==> src/e2h_pkg.sv <==
// Shared types, constants and tables for the equatorial to horizontal converter.
// Used by every module under src; depends on nothing else.
`timescale 1ns / 1ps

package e2h_pkg;

   // Angle scaling of the ports: degrees times 2^ANGLE_FRAC_BITS.
   localparam int ANGLE_FRAC_BITS = 12;
   localparam int CORDIC_STAGES   = 24;

   localparam int HALF_TURN_DEG = 180 << ANGLE_FRAC_BITS;
   localparam int FULL_TURN_DEG = 360 << ANGLE_FRAC_BITS;

   // Word widths.
   localparam int ANG_W   = 22;              // folded angle, signed degrees
   localparam int TURN_W  = 32;              // binary angle, 2^32 per turn
   localparam int CW_W    = 36;              // CORDIC x and y
   localparam int ZW_W    = 34;              // CORDIC angle accumulator
   localparam int Q_W     = 33;              // Q30 sine, cosine and products
   localparam int Q_FRAC  = 30;
   localparam int S_W     = 32;              // clamped altitude sine
   localparam int V_W     = 61;              // 1 - s^2 in Q60
   localparam int SQ_W    = 62;              // square root remainder and root
   localparam int SQRT_STAGES = 31;
   localparam int SQ_TOP  = 60;              // first trial bit of the root
   localparam int DEG_W   = 9 + ANGLE_FRAC_BITS;
   localparam int PROD_W  = TURN_W + DEG_W;

   localparam longint ONE_Q30      = 64'sd1 << Q_FRAC;
   localparam longint QUARTER_TURN = 64'sd1 << 30;
   localparam longint GAIN_Q30     = 64'sd652032874;
   localparam longint DEG_SCALE    = 64'sd360 << ANGLE_FRAC_BITS;

   // Degrees to turns: q = floor((m * 2^REM_SHIFT + 22) / 45), split as
   // m = 45 * quotient + remainder with the remainder part from a table.
   localparam int REM_SHIFT   = 29 - ANGLE_FRAC_BITS;
   localparam int RECIP_SHIFT = 27;
   localparam int RECIP_MUL   = (1 << RECIP_SHIFT) / 45;
   localparam int EST_W       = ANG_W - 5;

   typedef logic signed [ANG_W-1:0] ang_type;
   typedef logic [TURN_W-1:0]       turn_type;
   typedef logic signed [CW_W-1:0]  cw_type;
   typedef logic signed [ZW_W-1:0]  zw_type;
   typedef logic signed [Q_W-1:0]   q_type;

   // One CORDIC word handed from cell to cell; tag rides along.
   typedef struct packed {
      cw_type x;
      cw_type y;
      zw_type z;
      logic   tag;
   } cordic_word_type;

   // One square root word handed from cell to cell.
   typedef struct packed {
      logic [SQ_W-1:0] rem;
      logic [SQ_W-1:0] root;
   } sqrt_word_type;

   typedef logic [44:0][TURN_W-1:0] frac_tbl_type;

   function automatic frac_tbl_type frac_table();
      frac_tbl_type t;
      longint       v;
      for (int r = 0; r < 45; r++) begin
         v    = ((longint'(r) << REM_SHIFT) + 64'sd22) / 45;
         t[r] = v[TURN_W-1:0];
      end
      return t;
   endfunction

   localparam frac_tbl_type FRAC_TBL = frac_table();

   // Arctangent of 2^-i in binary angle units.
   localparam logic [0:31][31:0] ARCTAN_TURNS = '{
      32'h20000000, 32'h12E4051E, 32'h09FB385B, 32'h051111D4, 32'h028B0D43,
      32'h0145D7E1, 32'h00A2F61E, 32'h00517C55, 32'h0028BE53, 32'h00145F2F,
      32'h000A2F98, 32'h000517CC, 32'h00028BE6, 32'h000145F3, 32'h0000A2FA,
      32'h0000517D, 32'h000028BE, 32'h0000145F, 32'h00000A30, 32'h00000518,
      32'h0000028C, 32'h00000146, 32'h000000A3, 32'h00000051, 32'h00000029,
      32'h00000014, 32'h0000000A, 32'h00000005, 32'h00000003, 32'h00000001,
      32'h00000001, 32'h00000000
   };

endpackage

==> src/e2h_rot_cell.sv <==
// One stage of the rotation CORDIC that produces sine and cosine.
// Depends on e2h_pkg.
`timescale 1ns / 1ps

module e2h_rot_cell import e2h_pkg::*; (
   input  logic            clock,
   input  logic            enable,
   input  logic [4:0]      stage_idx,
   input  cordic_word_type word_i,
   output cordic_word_type word_o
);

   cordic_word_type word_ff, word_in;
   cw_type          xs, ys;
   zw_type          atan;

   // Rotate toward zero residual angle.
   always_comb begin
      xs      = word_i.x >>> stage_idx;
      ys      = word_i.y >>> stage_idx;
      atan    = {2'b00, ARCTAN_TURNS[stage_idx]};
      word_in = word_i;
      if (!word_i.z[ZW_W-1]) begin
         word_in.x = word_i.x - ys;
         word_in.y = word_i.y + xs;
         word_in.z = word_i.z - atan;
      end else begin
         word_in.x = word_i.x + ys;
         word_in.y = word_i.y - xs;
         word_in.z = word_i.z + atan;
      end
   end

   always_ff @(posedge clock) begin
      if (enable) begin
         word_ff <= word_in;
      end
   end

   assign word_o = word_ff;

endmodule

==> config.mk <==
export PLATFORM = sky130hd
export DESIGN_NAME = e2h_rot_cell
export DESIGN_NICKNAME = d
export VERILOG_FILES = /design/src/e2h_pkg.sv /design/src/e2h_rot_cell.sv
export SDC_FILE = /design/constraint.sdc
export NUM_CORES = 1
export LEC_CHECK = 0
export BUFFER_PORTS_ARGS = -buffer_cell sky130_fd_sc_hd__buf_2
export CORE_AREA = 2 2 177 179
export DETAILED_ROUTE_END_ITERATION = 8
export DIE_AREA = 0 0 179 181
export PLACE_DENSITY_LB_ADDON = 0.15
export SKIP_CTS_REPAIR_TIMING = 1
export SLEW_MARGIN = 0
export SYNTH_ARGS = -nofsm -noshare
export SYNTH_HDL_FRONTEND = slang
export SYNTH_SLANG_ARGS = --single-unit
==> constraint.sdc <==
create_clock -name clock -period 6.3 [get_ports clock]
set_input_delay 0.63 -clock clock [delete_from_list [all_inputs] [get_ports clock]]
set_output_delay 0.63 -clock clock [all_outputs]
set_load 0.05 [all_outputs]
== Word level (Yosys, flattened, before mapping) ==
Memory sizes are Yosys's and may differ from the RTL's.
Index checks and enable logic that the tools add are counted.
Storage, ports and cells
  input bits: 114
  RAM bits: 0
  output and inout port bits: 107
  bits in latches: 0
  register bits after elaboration: 107
  memory bits (read-only): 1024
  word-level logic and storage cells: 18
  memories: 1
Cells by class
  reductions and logical operators: 0
  add/sub/neg operators: 6
  bitwise operators: 1
  shift-type cells: 2
  $lt $le $gt $ge: 1
  $mul: 0
  eq/ne operators: 0
  muxes and demuxes: 3
  div/mod/pow operators: 0
Memories
  (name not given): words 32, bits a word 32, read ports 1, clocked after memory_dff 0, write ports 0, RTL line e2h_rot_cell.sv:21  | atan = {2'b00, ARCTAN_TURNS[stage_idx]};
Operators by type and width (number)
  $mux 106: 1
  $add 36x36->36: 2
  $sshr 36x5->36: 2
  $sub 36x36->36: 2
  $mux 32: 2
  $add 34x33->34: 1
  $sub 34x33->34: 1
  $ge 6x6->1 const B: 1
  $not 5->6: 1

== Logic depth before layout (Yosys ltp) ==
  depth after elaboration: 6
  mapped depth: 27
  mapped depth without buffers: 23

== Worst setup path after synthesis ==
No wires, ideal clock.
  path kind: input-to-reg
  start: in stage_idx[1]
  end: reg word_ff (netlist bit word_o[24]), data pin
  stages: 24
  required time: 6.042 ns
  path buffers: 5
  path slack: -0.354 ns
  arrival: 6.396 ns
  setup time: 0.258 ns
  cell sequence: buf_2 -> buf_2 -> inv_2 -> buf_2 -> buf_1 -> buf_2 -> ha_1 -> o21ai_0 -> and2_1 -> mux4_2 -> ha_1 -> inv_1 -> mux2i_1 -> ha_1 -> a21o_1 -> a21o_1 -> a21oi_1 -> o21ai_0 -> a2111oi_0 -> o211ai_1 -> a2111oi_0 -> o41ai_1 -> a21oi_1 -> xnor2_1
RTL lines
  from (decl): RTL line e2h_rot_cell.sv:8  | input logic [4:0] stage_idx,
  to (signal assigned): RTL line e2h_rot_cell.sv:36  | word_ff <= word_in;
  to (decl): RTL line e2h_rot_cell.sv:13  | cordic_word_type word_ff, word_in;

==> flow_summary_export.csv <==
group,metric,value,unit
clocking,root_buffer,"clkbuf_16",
setup_path,path_class,"input port to flop",
global_route,grt_pass1_wl,93.9,mm
synthesis,synthArstFlopShare,0,%
clocking,cts_tree,"done",
timing,worstMarginPinSlew,0.970,ns
setup_path,arrival,6.30,ns
clocking,cts.clk_slew.worst_paths,0.08,ns
die,core,30300,um^2
timing,slew_violations,0,
global_route,grt_usage,37.6,%
die,ios,221,
die,start_util,54.6,%
finish,num_antenna_cells,0,
synthesis,synth_cell_type_count,90,
timing,fmax,0.163,GHz
detailed_routing,drt_wl_total,61.5,mm
placed_design,hpwl,48.8,mm
timing,finalHoldViolCount,0,
status,status,"finished clean",
power_and_ir_drop,powerDensity,249,nW/um^2
finish,syn2layout_area_growth,20.2,%
placed_design,place_inst,2564,
global_route,globalRouteOverflowTotal,0,
timing,final.period_utilization,97.6,%
timing,setup_viol,0,
placed_design,gp_congestion,1.07,
synthesis,avgSynthCellArea,9.10,um^2
clocking,cts_inserted_buffers,9,
synthesis,synth_edf_count,107,
synthesis,synth_area_leader_cell,"edfxtp_1",
timing,whs,0.411,ns
synthesis,yosysMostFrequentCell,"nor2_1",
synthesis,synth_ff_type,"edfxtp_1",
synthesis,yosys_warnings,0,
finish,stdcell_count,2582,
detailed_routing,firstDrtPassIters,6,
synthesis,yosys.area.top_type_share,19.4,%
synthesis,synth_top_cells_by_area,"edfxtp_1 (19%), mux4_2 (13%), ha_1 (8.7%)",
power_and_ir_drop,max-vdd-ir-drop,214,uV
die,dieArea,32400,um^2
hold_path,hold_class,"input port to flop",
detailed_routing,routed_via_density,6.60,
die,fp-row-count,64,
detailed_routing,wire_per_inst,23.8,um
timing,slew_headroom,35.3,%
clocking,clockBufferDepth,2,
die,dieHeight,181,um
finish,final_util,65.7,%
setup_path,crit_fanout,19,
detailed_routing,drc,0,
detailed_routing,drtIter0Drc,1700,
synthesis,synthTopCellsByCount,"nor2_1 (173), a21oi_1 (151), nand2_1 (138)",
finish,largest_reg_flops,107,
setup_path,startpoint_type,"input port",
synthesis,ys_ff_latch,107,
die,die_x,179,um
global_route,antenna_found_initial,0,
synthesis,yosysSeqAreaShare,19.4,%
job,maxCapViolations,0,
detailed_routing,route.vias.total,17000,
setup_path,worstPathRequired,6.45,ns
placed_design,io_buffers,220,
clocking,cts.sinks,107,
detailed_routing,ant_nets,0,
timing,fin_crit,6.15,ns
finish,fin_nets,2414,
finish,drive_gt1_share,29.7,%
global_route,first_global_vias,16700,
setup_path,end_kind,"flop",
synthesis,synthesis.instances,1823,
power_and_ir_drop,leakage,8.67,nW
clocking,htreeDepth,3,
global_route,grt_max_degree,56,
synthesis,netlist_area,16600,um^2
synthesis,synthesis.nets,2055,
stage by stage:
stage	TNS (ns)	setup WS (ns)	power, W	cell area (um^2)
after CTS	0	0.121	0.00492	19800
final	0	0.152	0.00496	19900
after floorplan	0	0.0486	0.00333	16600
after global routing	-0.0262	-0.0262	0.00523	19900
after global placement	-1.11	-0.250	0.00424	19500
after detailed placement	-1.29	-0.289	0.00429	19500
area by class of cell:
type,instances,area [um^2]
clock buffer,9,225
timing repair buffer,451,3020
clock inverter,6,72.6
multi-input combinational,1560,12700
sequential,107,3210
inverter,53,199
tap,396,495
fill,2580,10400
worst max-delay path: stages:
cell and delay, ns:
buf_6 0.18, buf_12 0.21, buf_4 0.18, mux4_2 0.61, mux2i_1 0.15, a21boi_0 0.25, mux2i_1 0.40, nand4_1 0.25
nor4_2 0.20, buf_4 0.20, nor2b_2 0.23, a31oi_1 0.12, xor2_1 0.26, ha_1 0.32, a21o_1 0.19, a21oi_1 0.14
nor2_1 0.06, nor2_1 0.22, o31a_1 0.34, a31oi_1 0.18, a41o_1 0.30, a221o_1 0.34, a31oi_1 0.23, xnor2_1 0.09
cell usage in the layout, fill, tap and decap left out, types with 10 or more instances in the layout:
cell type and count:
and3_1 15, nand2b_1 26, nand3_1 24, buf_2 216
o22ai_1 17, inv_1 50, a31oi_1 41, nand2_1 138
mux2_2 31, a21o_1 64, mux4_2 99, xnor2_1 109
edfxtp_1 107, o211ai_1 17, buf_12 14, or2_2 11
o21a_1 29, a221o_1 10, mux2i_1 79, nor3_1 28
ha_1 115, o21ai_0 84, nor2_1 173, buf_4 220
o21bai_1 12, nor2b_1 20, nand4_1 13, and2_1 11
xor2_1 64, a211oi_1 21, a21oi_1 148
per-layer routing:
metal  GRT usage [%]  wire [um]  part of all wire, %
met1            46.3      23500                   38
met4            21.2       3610                  5.9
met5               0          0                    0
met3            4.92       4730                  7.7
met2            63.2      29600                   48
worst paths after layout:
check,from,to,slack (ns),cells after the start
worst max-delay path,stage_idx[0],word_o[106]$_DFFE_PP_,0.15,24
worst min-delay path,word_i[0],word_o[0]$_DFFE_PP_,0.41,1
kinds of logic (layout without fill, tap and decap cells):
| family | Yosys count | in the layout | share of synthesized area [%] |
|---|---|---|---|
| compound gates | 554 | 554 | 22.3 |
| fa+ha+maj | 119 | 119 | 9.10 |
| simple gates | 498 | 498 | 14.4 |
| flops | 107 | 107 | 19.4 |
| buf+inv | 156 | 519 | 4.53 |
| xor+xnor | 173 | 173 | 9.14 |
| mux | 216 | 216 | 21.2 |
where the power goes:
part           switching, W  total [W]  internal, W
Sequential        0.0000431    0.00111      0.00106
Clock              0.000303   0.000613     0.000310
Combinational       0.00206    0.00324      0.00119
No activity file was read; power rests on OpenSTA's default activity.
