`config.mk`:
```
export PLATFORM = sky130hd
export DESIGN_NAME = e2h_vec_cell
export DESIGN_NICKNAME = d
export VERILOG_FILES = /design/src/e2h_pkg.sv /design/src/e2h_vec_cell.sv
export SDC_FILE = /design/constraint.sdc
export NUM_CORES = 1
export LEC_CHECK = 0
export ABC_AREA = 1
export CAP_MARGIN = 30
export CORE_AREA = 2 2 183 185
export CTS_CLUSTER_SIZE = 24
export DETAILED_ROUTE_END_ITERATION = 12
export DIE_AREA = 0 0 185 187
export DONT_BUFFER_PORTS = 1
export PLACE_DENSITY = 0.66
export RECOVER_POWER = 50
export SYNTH_ARGS = -nofsm -noshare
export SYNTH_HDL_FRONTEND = slang
export SYNTH_SLANG_ARGS = --single-unit
```
`constraint.sdc`:
```
create_clock -name clock -period 5.1 [get_ports clock]
set_clock_uncertainty 0.05 [all_clocks]
set_input_delay 0.765 -clock clock [delete_from_list [all_inputs] [get_ports clock]]
set_output_delay 0.765 -clock clock [all_outputs]
set_load 0.03 [all_outputs]
```
`src/e2h_pkg.sv`:
```
// Shared types, constants and tables for the equatorial to horizontal converter.
// Used by every module under src; depends on nothing else.
`timescale 1ns / 1ps

package e2h_pkg;

   // Angle scaling of the ports: degrees times 2^ANGLE_FRAC_BITS.
   localparam int ANGLE_FRAC_BITS = 12;
   localparam int CORDIC_STAGES   = 24;

   localparam int HALF_TURN_DEG = 180 << ANGLE_FRAC_BITS;
   localparam int FULL_TURN_DEG = 360 << ANGLE_FRAC_BITS;

   // Word widths.
   localparam int ANG_W   = 22;              // folded angle, signed degrees
   localparam int TURN_W  = 32;              // binary angle, 2^32 per turn
   localparam int CW_W    = 36;              // CORDIC x and y
   localparam int ZW_W    = 34;              // CORDIC angle accumulator
   localparam int Q_W     = 33;              // Q30 sine, cosine and products
   localparam int Q_FRAC  = 30;
   localparam int S_W     = 32;              // clamped altitude sine
   localparam int V_W     = 61;              // 1 - s^2 in Q60
   localparam int SQ_W    = 62;              // square root remainder and root
   localparam int SQRT_STAGES = 31;
   localparam int SQ_TOP  = 60;              // first trial bit of the root
   localparam int DEG_W   = 9 + ANGLE_FRAC_BITS;
   localparam int PROD_W  = TURN_W + DEG_W;

   localparam longint ONE_Q30      = 64'sd1 << Q_FRAC;
   localparam longint QUARTER_TURN = 64'sd1 << 30;
   localparam longint GAIN_Q30     = 64'sd652032874;
   localparam longint DEG_SCALE    = 64'sd360 << ANGLE_FRAC_BITS;

   // Degrees to turns: q = floor((m * 2^REM_SHIFT + 22) / 45), split as
   // m = 45 * quotient + remainder with the remainder part from a table.
   localparam int REM_SHIFT   = 29 - ANGLE_FRAC_BITS;
   localparam int RECIP_SHIFT = 27;
   localparam int RECIP_MUL   = (1 << RECIP_SHIFT) / 45;
   localparam int EST_W       = ANG_W - 5;

   typedef logic signed [ANG_W-1:0] ang_type;
   typedef logic [TURN_W-1:0]       turn_type;
   typedef logic signed [CW_W-1:0]  cw_type;
   typedef logic signed [ZW_W-1:0]  zw_type;
   typedef logic signed [Q_W-1:0]   q_type;

   // One CORDIC word handed from cell to cell; tag rides along.
   typedef struct packed {
      cw_type x;
      cw_type y;
      zw_type z;
      logic   tag;
   } cordic_word_type;

   // One square root word handed from cell to cell.
   typedef struct packed {
      logic [SQ_W-1:0] rem;
      logic [SQ_W-1:0] root;
   } sqrt_word_type;

   typedef logic [44:0][TURN_W-1:0] frac_tbl_type;

   function automatic frac_tbl_type frac_table();
      frac_tbl_type t;
      longint       v;
      for (int r = 0; r < 45; r++) begin
         v    = ((longint'(r) << REM_SHIFT) + 64'sd22) / 45;
         t[r] = v[TURN_W-1:0];
      end
      return t;
   endfunction

   localparam frac_tbl_type FRAC_TBL = frac_table();

   // Arctangent of 2^-i in binary angle units.
   localparam logic [0:31][31:0] ARCTAN_TURNS = '{
      32'h20000000, 32'h12E4051E, 32'h09FB385B, 32'h051111D4, 32'h028B0D43,
      32'h0145D7E1, 32'h00A2F61E, 32'h00517C55, 32'h0028BE53, 32'h00145F2F,
      32'h000A2F98, 32'h000517CC, 32'h00028BE6, 32'h000145F3, 32'h0000A2FA,
      32'h0000517D, 32'h000028BE, 32'h0000145F, 32'h00000A30, 32'h00000518,
      32'h0000028C, 32'h00000146, 32'h000000A3, 32'h00000051, 32'h00000029,
      32'h00000014, 32'h0000000A, 32'h00000005, 32'h00000003, 32'h00000001,
      32'h00000001, 32'h00000000
   };

endpackage

```
`src/e2h_vec_cell.sv`:
```
// One stage of the vectoring CORDIC that produces an arctangent.
// Depends on e2h_pkg.
`timescale 1ns / 1ps

module e2h_vec_cell import e2h_pkg::*; (
   input  logic            clock,
   input  logic            enable,
   input  logic [4:0]      stage_idx,
   input  cordic_word_type word_i,
   output cordic_word_type word_o
);

   cordic_word_type word_ff, word_in;
   cw_type          xs, ys;
   zw_type          atan;

   // Drive y toward zero, accumulating the angle.
   always_comb begin
      xs      = word_i.x >>> stage_idx;
      ys      = word_i.y >>> stage_idx;
      atan    = {2'b00, ARCTAN_TURNS[stage_idx]};
      word_in = word_i;
      if (!word_i.y[CW_W-1] && (word_i.y != '0)) begin
         word_in.x = word_i.x + ys;
         word_in.y = word_i.y - xs;
         word_in.z = word_i.z + atan;
      end else begin
         word_in.x = word_i.x - ys;
         word_in.y = word_i.y + xs;
         word_in.z = word_i.z - atan;
      end
   end

   always_ff @(posedge clock) begin
      if (enable) begin
         word_ff <= word_in;
      end
   end

   assign word_o = word_ff;

endmodule

```
Word level (Yosys, flattened, before mapping):

Memories as Yosys holds them, arrays and structs flattened.
Index checks and enable logic that the tools add are counted.

* register bits: 107
* memory bits (read-only): 1024
* bits of input ports: 114
* output and inout port bits: 107
* logic and storage cells: 21
* memories kept: 1

Memory list
* (name not given): words 32, bits a word 32, rd ports 1, clocked after Yosys merged registers in 0, wr ports 0, line e2h_vec_cell.sv:21 `atan = {2'b00, ARCTAN_TURNS[stage_idx]};`

* $add $sub $neg: 6
* $lt $le $gt $ge: 1
* shifts and indexed selects: 2
* multiplexer cells: 3
* bitwise operators: 1
* reduce and logical (&&, ||, !) cells: 3

Operator list (count)
* $mux W106: 1
* $add A36 B36 Y36: 2
* $sshr A36 B5 Y36: 2
* $sub A36 B36 Y36: 2
* $mux W32: 2
* $reduce_bool A36 Y1: 1
* $add A34 B33 Y34: 1
* $sub A34 B33 Y34: 1
* $ge A6 B6 Y1 const B: 1
* $not A5 Y6: 1
* $logic_and A1 B1 Y1: 1
* $logic_not A1 Y1: 1

Logic depth before layout (Yosys ltp):

* depth after elaboration: 6
* mapped depth: 36
* mapped depth without buffers: 35

Worst setup path before layout:

OpenSTA, ideal clock, no wires.

* kind: input port to flip-flop
* start: input port stage_idx[1]
* end: register word_ff (netlist bit word_o[24]) (data pin)
* setup time: 0.265 ns
* data arrival time: 4.457 ns
* required time: 4.785 ns
* slack: 0.328 ns
* cell stages on the path: 29
* path buffers: 3
* cells stage by stage: buf_6 inv_4 buf_6 buf_6 ha_1 inv_1 nand2_1 o211ai_1 nand3_1 nand2_1 ha_1 nand3_1 nor2_2 inv_1 o21ai_0 xor2_1 inv_1 ha_1 nand2_1 a21oi_1 a211oi_1 nand2_1 a21oi_1 inv_1 nand2_1 nand2_1 a21boi_0 o21ai_0 xor2_1

RTL lines
* start: declaration: line e2h_vec_cell.sv:8 `input logic [4:0] stage_idx,`
* end signal: assignment: line e2h_vec_cell.sv:36 `word_ff <= word_in;`
* end: declaration: line e2h_vec_cell.sv:13 `cordic_word_type word_ff, word_in;`

==> results.yml <==
clock_network:
  clk_path_buf_depth: 2
  path_clk_slew_ns: 0.08
  cts_max_level: 3
  cts_tree: "built"
  clock_sinks: 107
  cts_buffers: 9
  cts-root-buf: "clkbuf_16"
global_route:
  grtUsageMet2_pct: 65.7
  gr-total-overflow: 0
  grt_pass1_vias: 19600
  met3_usage_pct: 10.4
  grt-busiest-layer: "met2"
  grt_pass1_wl_mm: 109
  antenna_found_initial: 1
  use_met1_pct: 50.4
  grtUsageTotal_pct: 40.7
  grt_max_degree: 108
routing:
  post_drt_via_cell_ratio: 5.76
  drtAntennaViolNets: 0
  dr.pass1.iters: 6
  num_vias: 20800
  route.detailed.drc: 0
  drt_iter0_markers: 2193
  wl_per_cell_um: 19.7
  wirelength_mm: 71.3
timing:
  hold_slack_ns: 0.415
  post-route-period-util_pct: 96.4
  slew_headroom_pct: 49.2
  finalSetupViolCount: 0
  finalSetupTns_ns: 0
  final.setup.worst_slack_ns: 0.185
  finalCriticalPeriod_ns: 4.91
  timing.fmax_mhz: 203
  grt_setup_unrepaired: "yes"
  tightest_slew_ns: 0.756
  hold_viol: 0
  final_max_slew_viol_count: 0
setup_path:
  cp-end-kind: "flop"
  critPathBufInv: 9
  path_max_fanout: 68
  cp.arrival_ns: 5.02
  crit_slowest_cell: "ha_1"
  critPathRequiredTime_ns: 5.20
  cpMostUsedCell: "nand2_1"
  startpoint_type: "input pin"
  cpPeakStageDelay_ns: 0.38
  path_delay_family: "simple AND/OR/NAND/NOR gates"
  path_class: "input pin to flop"
synthesis:
  synth_seq_cells: 107
  syn_area_per_cell_um2: 6.10
  synthCells: 2733
  synth_area_um2: 16700
  ys_seq_area_share_pct: 19.3
  synthArstFlopShare_pct: 0
  yosysWarningCount: 0
  synth_edf_count: 107
  ys.flop_type: "edfxtp_1"
  synth_cell_types: 54
  synthesis.nets: 2965
floorplanning:
  core_area_um2: 32900
  io_pins: 221
  die_area_um2: 34600
  start_util_pct: 50.7
  die_x_um: 185
  die_h_um: 187
  rows: 67
finish:
  stdcell_area_um2: 21300
  drive_gt1_share_pct: 19.8
  largest_reg_flops: 107
  syn_to_final_growth_pct: 27.5
  diodes: 0
  nNetsFinal: 3397
  nFillCells: 3185
placed_design:
  io_buffers: 0
  placed_cell_area_um2: 20600
  post-place-ws_ns: -0.711
  place_congestion: 1.07
  dpl.hpwl_mm: 60.0
pwr:
  total_power_uw: 6060
  p_seq_share_pct: 31.5
  ir_drop_mv: 0.308
  pwr-share-clk_pct: 11.9
  p_per_area_nw_per_um2: 285
  p_switching_uw: 2810
  p_leak_uw: 0.0109
  p_comb_share_pct: 56.6
  switching_share_pct: 46.4
  internal_power_uw: 3250
worst_hold_path:
  min_path_type: "input pin to flop"
job:
  cap_viol_max_count: 0
run_status:
  outcome: "finished, final reports clean"
==> cell families after synthesis <==
group	share of synthesized area, %
AOI/OAI and AO/OA	12.4
xor gates and xnor gates	8.93
adders and majority gates	8.99
buffers and inverters	9.46
DFF	19.3
and+or+nand+nor	40.9
==> layout make-up <==
| type | count | area (um^2) | share of cell area [%] |
|---|---|---|---|
| Inverter | 289 | 1090 | 5.14 |
| Tap cell | 448 | 561 | 2.64 |
| Timing Repair Buffer | 512 | 3950 | 18.6 |
| Multi-Input combinational cell | 2246 | 12200 | 57.2 |
| Sequential cell | 107 | 3210 | 15.1 |
| Clock inverter | 5 | 53.8 | 0.253 |
| Clock buffer | 10 | 229 | 1.08 |
==> power by group through the flow <==
stage | sequential (uW) | combinational (uW) | clock, uW
2_1_floorplan | 1890 | 1830 | 0
3_3_place_gp | 1930 | 3240 | 0
3_5_place_dp | 1930 | 3290 | 0
4_1_cts | 1910 | 3320 | 732
5_1_grt | 1930 | 3740 | 755
6_report | 1910 | 3430 | 721
==> worst paths after layout <==
kind  slack [ns]         start  cells past startpoint     endpoint
min         0.41     word_i[0]                      0    word_o[0]
max         0.19  stage_idx[1]                     30  word_o[105]
==> metal layers <==
layer  wire length [um]  part of all wire [%]
met1              27900                    39
met2              31700                    44
met3               7670                    11
met4               4040                   5.7
met5                 13                 0.018
==> placed cells by master, fill, tap and decap left out, types with 8 or more instances in the layout <==
master       n
nand3_1    397
a21oi_2      8
a21oi_1    147
nand3_2     10
nand2_1    867
inv_1      273
clkbuf_16    9
nor2_4       9
o21ai_1     22
xor2_1     113
xnor2_1     53
nand4_1     32
nor2_1     200
nor3_1      20
a31oi_1     29
o21ai_0     76
ha_1       112
inv_2       13
nand2_2     14
o21a_1      10
buf_12       8
a21o_1      11
buf_4      503
edfxtp_1   107
nor2_2      16
==> cells in the mapped netlist, types with 6 or more instances <==
master	count	area, um^2
a21o_1	12	90.1
o21ai_0	80	400
edfxtp_1	107	3210
nand4_1	32	200
nor3_1	23	115
nor2_1	202	758
nor4_1	9	56.3
xnor2_1	54	473
o21ai_1	19	95.1
buf_2	41	205
nand2_1	873	3280
nand2_2	11	68.8
o211ai_1	7	52.6
inv_1	274	1030
buf_6	9	101
o221ai_1	7	61.3
nand3_1	407	2040
o31ai_1	6	45.0
nand3b_1	7	52.6
inv_2	13	48.8
nor2_2	18	113
buf_4	8	60.1
ha_1	115	1440
o21a_1	10	75.1
buf_1	16	60.1
xor2_1	116	1020
a21oi_1	154	771
o22ai_1	6	37.5
clkbuf_1	17	63.8
a31oi_1	30	188
==> metrics by stage <==
stage	instances	util, %
CTS	3610	63.8
global route	3617	64.7
detailed placement	3595	62.8
floorplan	2733	-
global placement	3595	62.8
finish	3617	64.7
==> repair_timing <==
item	in CTS	in global routing
resized for setup	8	54
setup endpoints to repair	7	36
pin swaps	1	12
buffers inserted	0	7
hold buffers	0	0
Power figures use the tool's default switching activity.
