$ cat src/e2h_pkg.sv
// Shared types, constants and tables for the equatorial to horizontal converter.
// Used by every module under src; depends on nothing else.
`timescale 1ns / 1ps

package e2h_pkg;

   // Angle scaling of the ports: degrees times 2^ANGLE_FRAC_BITS.
   localparam int ANGLE_FRAC_BITS = 12;
   localparam int CORDIC_STAGES   = 24;

   localparam int HALF_TURN_DEG = 180 << ANGLE_FRAC_BITS;
   localparam int FULL_TURN_DEG = 360 << ANGLE_FRAC_BITS;

   // Word widths.
   localparam int ANG_W   = 22;              // folded angle, signed degrees
   localparam int TURN_W  = 32;              // binary angle, 2^32 per turn
   localparam int CW_W    = 36;              // CORDIC x and y
   localparam int ZW_W    = 34;              // CORDIC angle accumulator
   localparam int Q_W     = 33;              // Q30 sine, cosine and products
   localparam int Q_FRAC  = 30;
   localparam int S_W     = 32;              // clamped altitude sine
   localparam int V_W     = 61;              // 1 - s^2 in Q60
   localparam int SQ_W    = 62;              // square root remainder and root
   localparam int SQRT_STAGES = 31;
   localparam int SQ_TOP  = 60;              // first trial bit of the root
   localparam int DEG_W   = 9 + ANGLE_FRAC_BITS;
   localparam int PROD_W  = TURN_W + DEG_W;

   localparam longint ONE_Q30      = 64'sd1 << Q_FRAC;
   localparam longint QUARTER_TURN = 64'sd1 << 30;
   localparam longint GAIN_Q30     = 64'sd652032874;
   localparam longint DEG_SCALE    = 64'sd360 << ANGLE_FRAC_BITS;

   // Degrees to turns: q = floor((m * 2^REM_SHIFT + 22) / 45), split as
   // m = 45 * quotient + remainder with the remainder part from a table.
   localparam int REM_SHIFT   = 29 - ANGLE_FRAC_BITS;
   localparam int RECIP_SHIFT = 27;
   localparam int RECIP_MUL   = (1 << RECIP_SHIFT) / 45;
   localparam int EST_W       = ANG_W - 5;

   typedef logic signed [ANG_W-1:0] ang_type;
   typedef logic [TURN_W-1:0]       turn_type;
   typedef logic signed [CW_W-1:0]  cw_type;
   typedef logic signed [ZW_W-1:0]  zw_type;
   typedef logic signed [Q_W-1:0]   q_type;

   // One CORDIC word handed from cell to cell; tag rides along.
   typedef struct packed {
      cw_type x;
      cw_type y;
      zw_type z;
      logic   tag;
   } cordic_word_type;

   // One square root word handed from cell to cell.
   typedef struct packed {
      logic [SQ_W-1:0] rem;
      logic [SQ_W-1:0] root;
   } sqrt_word_type;

   typedef logic [44:0][TURN_W-1:0] frac_tbl_type;

   function automatic frac_tbl_type frac_table();
      frac_tbl_type t;
      longint       v;
      for (int r = 0; r < 45; r++) begin
         v    = ((longint'(r) << REM_SHIFT) + 64'sd22) / 45;
         t[r] = v[TURN_W-1:0];
      end
      return t;
   endfunction

   localparam frac_tbl_type FRAC_TBL = frac_table();

   // Arctangent of 2^-i in binary angle units.
   localparam logic [0:31][31:0] ARCTAN_TURNS = '{
      32'h20000000, 32'h12E4051E, 32'h09FB385B, 32'h051111D4, 32'h028B0D43,
      32'h0145D7E1, 32'h00A2F61E, 32'h00517C55, 32'h0028BE53, 32'h00145F2F,
      32'h000A2F98, 32'h000517CC, 32'h00028BE6, 32'h000145F3, 32'h0000A2FA,
      32'h0000517D, 32'h000028BE, 32'h0000145F, 32'h00000A30, 32'h00000518,
      32'h0000028C, 32'h00000146, 32'h000000A3, 32'h00000051, 32'h00000029,
      32'h00000014, 32'h0000000A, 32'h00000005, 32'h00000003, 32'h00000001,
      32'h00000001, 32'h00000000
   };

endpackage

$ cat src/e2h_sqrt_cell.sv
// One digit step of the restoring integer square root.
// Depends on e2h_pkg.
`timescale 1ns / 1ps

module e2h_sqrt_cell import e2h_pkg::*; (
   input  logic          clock,
   input  logic          enable,
   input  logic [4:0]    stage_idx,
   input  sqrt_word_type word_i,
   output sqrt_word_type word_o
);

   sqrt_word_type   word_ff, word_in;
   logic [SQ_W-1:0] trial_bit;
   logic [SQ_W:0]   trial;

   // Try the next root bit and keep it if the remainder allows.
   always_comb begin
      trial_bit = SQ_W'(1) << (SQ_TOP - 2 * int'(stage_idx));
      trial     = {1'b0, word_i.root} + {1'b0, trial_bit};
      if ({1'b0, word_i.rem} >= trial) begin
         word_in.rem  = word_i.rem - trial[SQ_W-1:0];
         word_in.root = (word_i.root >> 1) + trial_bit;
      end else begin
         word_in.rem  = word_i.rem;
         word_in.root = word_i.root >> 1;
      end
   end

   always_ff @(posedge clock) begin
      if (enable) begin
         word_ff <= word_in;
      end
   end

   assign word_o = word_ff;

endmodule

$ cat config.mk
export PLATFORM = sky130hd
export DESIGN_NAME = e2h_sqrt_cell
export DESIGN_NICKNAME = d
export VERILOG_FILES = /design/src/e2h_pkg.sv /design/src/e2h_sqrt_cell.sv
export SDC_FILE = /design/constraint.sdc
export NUM_CORES = 1
export LEC_CHECK = 0
export BUFFER_PORTS_ARGS = -buffer_cell sky130_fd_sc_hd__buf_2
export CORE_MARGIN = 2
export CORE_UTILIZATION = 33
export DETAILED_ROUTE_END_ITERATION = 7
export PLACE_DENSITY_LB_ADDON = 0.08
export SETUP_SLACK_MARGIN = 0.2
export SYNTH_ARGS = -nofsm -noshare
export SYNTH_HDL_FRONTEND = slang
export SYNTH_SLANG_ARGS = --single-unit
$ cat constraint.sdc
create_clock -name clock -period 19.7 [get_ports clock]
set_input_delay 0.985 -clock clock [delete_from_list [all_inputs] [get_ports clock]]
set_output_delay 0.985 -clock clock [all_outputs]
set_load 0.005 [all_outputs]
## Word level (Yosys, flattened, before mapping)

Index checks and enable logic that the tools add are counted.

| storage, ports and cells | value |
|---|---|
| register bits | 124 |
| bits in latches | 0 |
| bits in writable memories | 0 |
| bits in read-only memories | 0 |
| bits of input ports | 131 |
| output and inout bits | 124 |
| logic and storage cells | 10 |
| memories | 0 |

| cells by class | value |
|---|---|
| add/subtract/negate cells | 4 |
| multipliers | 0 |
| divide/modulo/power cells | 0 |
| magnitude comparators | 1 |
| equality and inequality tests | 0 |
| shift operators | 1 |
| mux-type cells | 1 |
| bitwise logic cells | 0 |
| reductions and logical operators | 0 |

Operators by type and width:

| cell | count |
|---|---|
| $mux W124 | 1 |
| $add A62 B62 Y63 | 1 |
| $ge A62 B63 Y1 | 1 |
| $add A61 B62 Y62 | 1 |
| $shl A1 B32 Y62 const A | 1 |
| $sub A62 B62 Y62 | 1 |
| $sub A6 B6 Y7 const A | 1 |

## Depth between registers and ports, before layout

Gate-level depths: netlist of the first run.

| depth | value |
|---|---|
| depth in word-level cells | 5 |
| gate-level depth with buffers | 36 |
| mapped depth without buffers | 32 |

## Least setup slack after synthesis of the first run

OpenSTA, ideal clock, no wires.

| timing | value |
|---|---|
| path type | input to register |
| start | input port stage_idx[0] |
| end | register word_ff (netlist bit word_o[121]), data pin |
| setup time | 264 ps |
| data arrival time | 7236 ps |
| data required time | 19436 ps |
| slack | 12201 ps |
| stages on the path | 33 |
| buffers on the path | 5 |
| cell sequence | ha_1 > buf_4 > a21o_1 > and4_1 > nor2_1 > nor2_1 > ha_1 > nand2_1 > a2111oi_4 > o21ai_0 > o21bai_1 > a21boi_0 > maj3_1 > o31a_1 > o21ai_0 > nand2_1 > xnor2_1 > ha_1 > clkbuf_1 > nand4_1 > or3_1 > or2_1 > a211oi_1 > or2_2 > o21ai_1 > o21ai_0 > a211o_1 > nand2_2 > buf_6 > buf_6 > buf_6 > nand2_1 > o41ai_2 |

RTL lines:

| item | RTL line | text |
|---|---|---|
| start: declaration | e2h_sqrt_cell.sv:8 | `input logic [4:0] stage_idx,` |
| end signal: assignment | e2h_sqrt_cell.sv:32 | `word_ff <= word_in;` |
| end: declaration | e2h_sqrt_cell.sv:13 | `sqrt_word_type word_ff, word_in;` |

==> impl_metrics.json, run 1 <==
{
  "report.final.setup_viol": 0,
  "post-synth-top-area-cell": "edfxtp_1",
  "critical_path.endpoint_type": "flip-flop",
  "max-cap-violations": 0,
  "synth-edff-count": 124,
  "tritoncts.num_buffers": 17,
  "maximum_buffer_depth_of_the_clock_tree": 2,
  "wl_met1_um": 27100,
  "track_usage_pct": 23.2,
  "dieArea_um2": 44200,
  "netlist_top_cells_area": "edfxtp_1, ha_1, nand2_1",
  "hold_viol": 0,
  "cts_setup_buffers": 0,
  "chipWidth_um": 210,
  "achievable-frequency_mhz": 103,
  "final.min_clock_period_ps": 9680,
  "crit_slowest_cell": "buf_4",
  "synth_flop_cell": "edfxtp_1",
  "drv_slew": 0,
  "top_signal_layer_used": "met4",
  "timing.critical_path.required_ps": 19910,
  "rows": 75,
  "ir_worst_vdd_mv": 0.0529,
  "worst_setup_path_start_kind": "primary input",
  "synth_area_um2": 14100,
  "initial_core_util_pct": 33.5,
  "detailedPlacementHpwl_um": 41800,
  "critical_path.endpoint": "word_o[25]",
  "number_of_antenna_violations_at_the_first_check_in_global_routing": 3,
  "synth_seq_cells": 124,
  "cts_repair_resize_count": 0,
  "met3RoutedLength_um": 2650,
  "wl_per_cell_um": 20.7,
  "flow.area_growth_from_synthesis_pct": 15.8,
  "critical_path.startpoint": "stage_idx[0]",
  "grt_start_max_net_pins": 97,
  "drc_viols": 0,
  "total_power_mw": 1.06,
  "tightest_slew_ps": 968,
  "first_pass_grt_wire_length_um": 78200,
  "timing.critical_path.fanout_max": 96,
  "synth_fp_nets": 1993,
  "wirelength_um": 51900,
  "min-delay-path-class": "in -> reg",
  "critical_setup_path_kind": "in -> reg",
  "viasPerCell": 5.57,
  "drt-initial-drc-count": 1263,
  "gp_congestion": 0.947,
  "gr-total-overflow": 0,
  "synthesis.yosys.warnings": 0,
  "clk_pin_slew_worst_setup_hold_paths_ps": 60,
  "p_leak_nw": 6.55,
  "fp.dieH_um": 210,
  "cts.sink_count": 124,
  "synthesis.area_per_instance_um2": 8.00,
  "via_count": 13942,
  "ratio_of_cells_with_drive_above_1_in_the_final_layout_pct": 17.1,
  "wl_met2_um": 21000,
  "core_um2": 41900,
  "share_of_the_cycle_needed_by_the_critical_path_after_routing_pct": 49.1,
  "io_pins": 255,
  "largest_register_ff_count": 124,
  "max_slew_margin_pct": 35.5,
  "post_synth_inst_count": 1756,
  "grt_setup_unrepaired": "false",
  "cellPowerDensity_nw_per_um2": 65.2,
  "antenna_left": 0,
  "grt_pass1_vias": 13016,
  "h_tree_lvls": 4,
  "synth_sequential_area_ratio_pct": 26.5,
  "buffer_type_at_the_clock_tree_root": "clkbuf_16",
  "number_of_buffers_inserted_for_hold_repair_after_clock_tree_synthesis": 0,
  "status": "completed",
  "synth_top_cell_area_share_pct": 26.5,
  "timing.critical_path.slowest_cell_delay_ps": 800,
  "setup_tns_ps": 0,
  "crit_arrival_ps": 9890,
  "port_buffers": 254,
  "dr.pass1.iters": 6,
  "numnets_final": 2187,
  "tritoncts": "built",
  "async_flop_share_pct": 0,
  "netlist-cell-type-count": 89
}
## layout make-up
type                       count  area [um^2]
clock inverter                14          200
antenna                        3         7.51
sequential                   124         3720
timing repair buffer         259         1310
multi-input combinational   1509         9790
fill                        4435        25700
clock buffer                  18          429
inverter                      39          146
tap                          539          674
## critical path, delay by kind of cell
family                     cells  cell delay [ps]
AOI/OAI and AO/OA             15             3870
and+or+nand+nor                7             2060
adders and majority gates      3             1080
buffers and inverters          2              960
xor gates and xnor gates       2              760
## where the power goes
group / internal, mW / switching, mW
Clock: 0.222 / 0.136
Sequential: 0.334 / 0.0111
Combinational: 0.134 / 0.223
## Yosys cell counts, types with 26 or more instances
library cell / count
inv_1: 39
nand2_1: 246
clkbuf_1: 53
a21o_1: 46
a31oi_1: 57
xnor2_1: 101
nor2_1: 148
ha_1: 105
and3_1: 26
a21oi_1: 105
o21ai_0: 156
nand4_1: 36
nand3_1: 51
xor2_1: 92
edfxtp_1: 124
## placed cells by master, fill, tap and decap left out, drive strengths merged, types with 7 or more instances in the layout
cell    netlist  layout
inv          39      39
nor3         26      26
nand3        51      51
nor2        151     151
o21a          7       7
o211ai       13      13
or3          11      11
a31o         13      13
or2           9       9
nor4         10      10
xnor2       102     102
a221oi        9       9
xor2         92      92
a21o         46      46
clkbuf       54      18
nand4        36      36
and2         20      20
a21boi        8       8
clkinv        0       9
buf          30     259
and3         26      26
a211oi       14      14
a21oi       106     106
ha          105     105
o22ai         7       7
nand2b       23      23
nand2       247     247
nor2b        18      18
a31oi        58      58
o21ai       173     173
edfxtp      124     124
o21bai       18      18
o31ai        13      13
maj3          8       8
## how the worst min path moves through the flow
stage / start / end / slack, ps / cells after the start
final: word_i[62] / word_o[62] / 830 / 3
after global routing: word_i[121] / word_o[121] / 830 / 3
after CTS: word_i[83] / word_o[83] / 800 / 3
after detailed placement: word_i[83] / word_o[83] / 1290 / 3
after global placement: word_i[62] / word_o[62] / 1290 / 3
after floorplan: enable / word_o[0] / 1100 / 0
## metal layers
metal	up-vias	GRT usage, %
li1	6900	-
met1	6543	35.8
met2	446	33.0
met3	53	2.92
met4	0	7.78
met5	-	0
## kinds of logic after synthesis
group / share of synthesized area, %
AO/OA/AOI/OAI: 24.9
XOR/XNOR: 12.1
adder cells (fa/ha/maj): 10.1
buffers and inverters: 3.91
flip-flops: 26.5
multiplexers: 0.579
AND/OR/NAND/NOR: 21.9
## metrics by stage
| stage | worst slack (ps) | util, % | std cells | hold slack (ps) | cell area, um^2 |
|---|---|---|---|---|---|
| 4_1_cts | 10050 | 38.8 | 2502 | 801 | 16300 |
| 6_report | 10020 | 38.8 | 2505 | 827 | 16300 |
| 3_3_place_gp | 9820 | 37.3 | 2470 | 1290 | 15600 |
| 5_1_grt | 9230 | 38.8 | 2504 | 828 | 16300 |
| 2_1_floorplan | 12200 | - | 1756 | 1100 | 14100 |
| 3_5_place_dp | 9600 | 37.3 | 2470 | 1290 | 15600 |
Note: power is estimated with default switching activity, not from simulation.
==> run 2, diff against run 1 <==
--- a/config.mk
+++ b/config.mk
@@ -5,6 +5,7 @@
 export SDC_FILE = /design/constraint.sdc
 export NUM_CORES = 1
 export LEC_CHECK = 0
+export ABC_AREA = 1
 export BUFFER_PORTS_ARGS = -buffer_cell sky130_fd_sc_hd__buf_2
 export CORE_MARGIN = 2
 export CORE_UTILIZATION = 33
==> constraint.sdc (replaced) <==
create_clock -name clock -period 8.1 [get_ports clock]
set_input_delay 0.405 -clock clock [delete_from_list [all_inputs] [get_ports clock]]
set_output_delay 0.405 -clock clock [all_outputs]
set_load 0.005 [all_outputs]
==> run 2 against run 1 <==
Effect of this change:
- die area is 24% higher
- non-clock buffer count up 6
- total power grew to 2.6 times the previous value
- sequential share of layout area decreased by 4.4 points
- utilization shrank 0.46 points
- cell count grew 57%
- flip-flop and latch count stayed put
- critical path depth increased by 6
- clock power grew 140%
- routed wire length is 68% higher
- combinational power increased to 2.9 times the previous value
- area after synthesis increased by 25%
==> impl_metrics.json, run 2 <==
{
  "max-cap-violations": 0,
  "tritoncts.num_buffers": 17,
  "synthesis.yosys.warnings": 0,
  "synth_sequential_area_ratio_pct": 21.3,
  "p_leak_nw": 9.86,
  "timing.critical_path.slowest_cell_delay_ps": 880,
  "synth_top_cell_area_share_pct": 21.3,
  "timing.critical_path.required_ps": 8350,
  "cts.sink_count": 124,
  "placed_cells": 3891,
  "crit_slowest_cell": "nor4_1",
  "synth_seq_cells": 124,
  "gp_congestion": 1.03,
  "wirelength_um": 87100,
  "critical_path.endpoint_type": "flip-flop",
  "final.min_clock_period_ps": 7120,
  "numnets_final": 3459,
  "total_power_mw": 2.76,
  "report.final.setup_viol": 0,
  "grt_start_max_net_pins": 113,
  "tightest_slew_ps": 1130,
  "max_slew_margin_pct": 24.2,
  "synth.most_common_cell": "nand2_1",
  "cellPowerDensity_nw_per_um2": 137,
  "dieArea_um2": 55000,
  "initial_core_util_pct": 33.3,
  "final.fill_count": 6009,
  "worst_setup_path_start_kind": "primary input",
  "gr-total-overflow": 0,
  "final_cell_mix": "nand2_1, inv_1, nor2_1, buf_2, nand3_1",
  "status": "completed",
  "achievable-frequency_mhz": 140,
  "finalNonFillerCells": 3923,
  "min-delay-path-class": "in -> reg",
  "drc_viols": 0,
  "dpl-instance-area_um2": 19500,
  "timing.critical_path.mode_cell": "nand2_1",
  "tritoncts": "built",
  "cts_repair_resize_count": 0,
  "h_tree_lvls": 4,
  "chipWidth_um": 234,
  "timing.critical_path.fanout_max": 112,
  "synth_area_um2": 17500,
  "io_pins": 255,
  "share_of_the_cycle_needed_by_the_critical_path_after_routing_pct": 87.9,
  "placement.setup.worst_slack_ps": 693,
  "final-seq-area_um2": 3720,
  "post_synth_inst_count": 2972,
  "maximum_buffer_depth_of_the_clock_tree": 2,
  "synth_fp_nets": 3209,
  "detailedPlacementHpwl_um": 75100,
  "number_of_antenna_violations_at_the_first_check_in_global_routing": 1,
  "insertedDiodeCount": 0,
  "grt_setup_unrepaired": "false",
  "synth-edff-count": 124,
  "critical_setup_path_kind": "in -> reg",
  "multi_input_comb_area_um2": 12100,
  "cts_setup_buffers": 0,
  "synthesis.area_per_instance_um2": 5.90,
  "ratio_of_cells_with_drive_above_1_in_the_final_layout_pct": 9.92,
  "first_pass_grt_wire_length_um": 125000,
  "buffer_type_at_the_clock_tree_root": "clkbuf_16",
  "final_core_util_pct": 38.3,
  "hold_viol": 0,
  "drt-initial-drc-count": 1375,
  "setup_ws_ps": 981,
  "synth_flop_cell": "edfxtp_1",
  "setup_tns_ps": 0,
  "core_um2": 52600,
  "netlist-cell-type-count": 51,
  "ir_worst_vdd_mv": 0.143,
  "crit_arrival_ps": 7370,
  "wl_per_cell_um": 22.2,
  "post-synth-top-area-cell": "edfxtp_1",
  "track_usage_pct": 31.4,
  "via_count": 20687,
  "netlist_top_cells_area": "edfxtp_1, nand2_1, inv_1",
  "rows": 84,
  "clk_pin_slew_worst_setup_hold_paths_ps": 60,
  "most_frequent_standard_cell_in_the_layout_excluding_fill_and_tap_cells": "nand2_1",
  "dr.pass1.iters": 6,
  "drv_slew": 0,
  "post_route_cell_area_um2": 20200,
  "number_of_buffers_inserted_for_hold_repair_after_clock_tree_synthesis": 0,
  "antenna_left": 0,
  "finalHoldWorstSlack_ps": 215,
  "fp.dieH_um": 234,
  "grt_pass1_vias": 20142,
  "viasPerCell": 5.27,
  "largest_register_ff_count": 124,
  "async_flop_share_pct": 0,
  "most_numerous_cell_types_in_the_synthesized_netlist": "nand2_1, inv_1, nor2_1",
  "flow.area_growth_from_synthesis_pct": 15.0,
  "port_buffers": 254
}
## run 2: changes by cell type after synthesis, moves of 20 or more
cell and delta:
xnor2_1 -47, a31oi_1 -41, clkbuf_1 -49, and2_1 -20, a21oi_1 +55, nand2_1 +746, nor2_1 +232, nand3_1 +146
o21ai_1 +69, a21o_1 -32, inv_1 +355, nand2b_1 -22, and3_1 -24
## run 2: cell families (layout without fill, tap and decap cells)
group	count (synthesis)	after routing	share of synthesized area, %
and+or+nand+nor	1709	1709	40.1
AOI/OAI and AO/OA	473	473	14.7
buffers and inverters	432	695	9.94
xor gates and xnor gates	128	128	6.40
DFF	124	124	21.3
adders and majority gates	106	106	7.61
## run 2: final timing paths
path	depth (start not counted)	endpoint	slack (ps)	from
setup / recovery	35	word_o[63]	980	stage_idx[0]
hold / removal	3	word_o[64]	220	word_i[64]
## run 2: critical path, delay by kind of cell
family	cells	cell delay [ps]
fa+ha+maj	3	870
buf+inv	7	1210
compound gates	1	60
simple gates	24	4670
## run 2: where the power goes
group / switching, mW / internal (mW)
combinational: 0.700 / 0.345
sequential: 0.0228 / 0.829
clock: 0.354 / 0.512
total: 1.08 / 1.69
## run 2: layout make-up
class                   instances  area share [%]
inverters                     398            7.41
clock buffers                  17            2.11
repair buffers                265            6.85
clock inverters                15           0.975
well taps                     688            4.27
flip-flops and latches        124            18.5
multi-input cells            2416            59.9
## run 2: metal layers
metal	wire (um)	GRT usage, %
met2	41900	54.8
met1	36700	38.0
met5	0	0
met3	3840	3.15
met4	4610	16.5
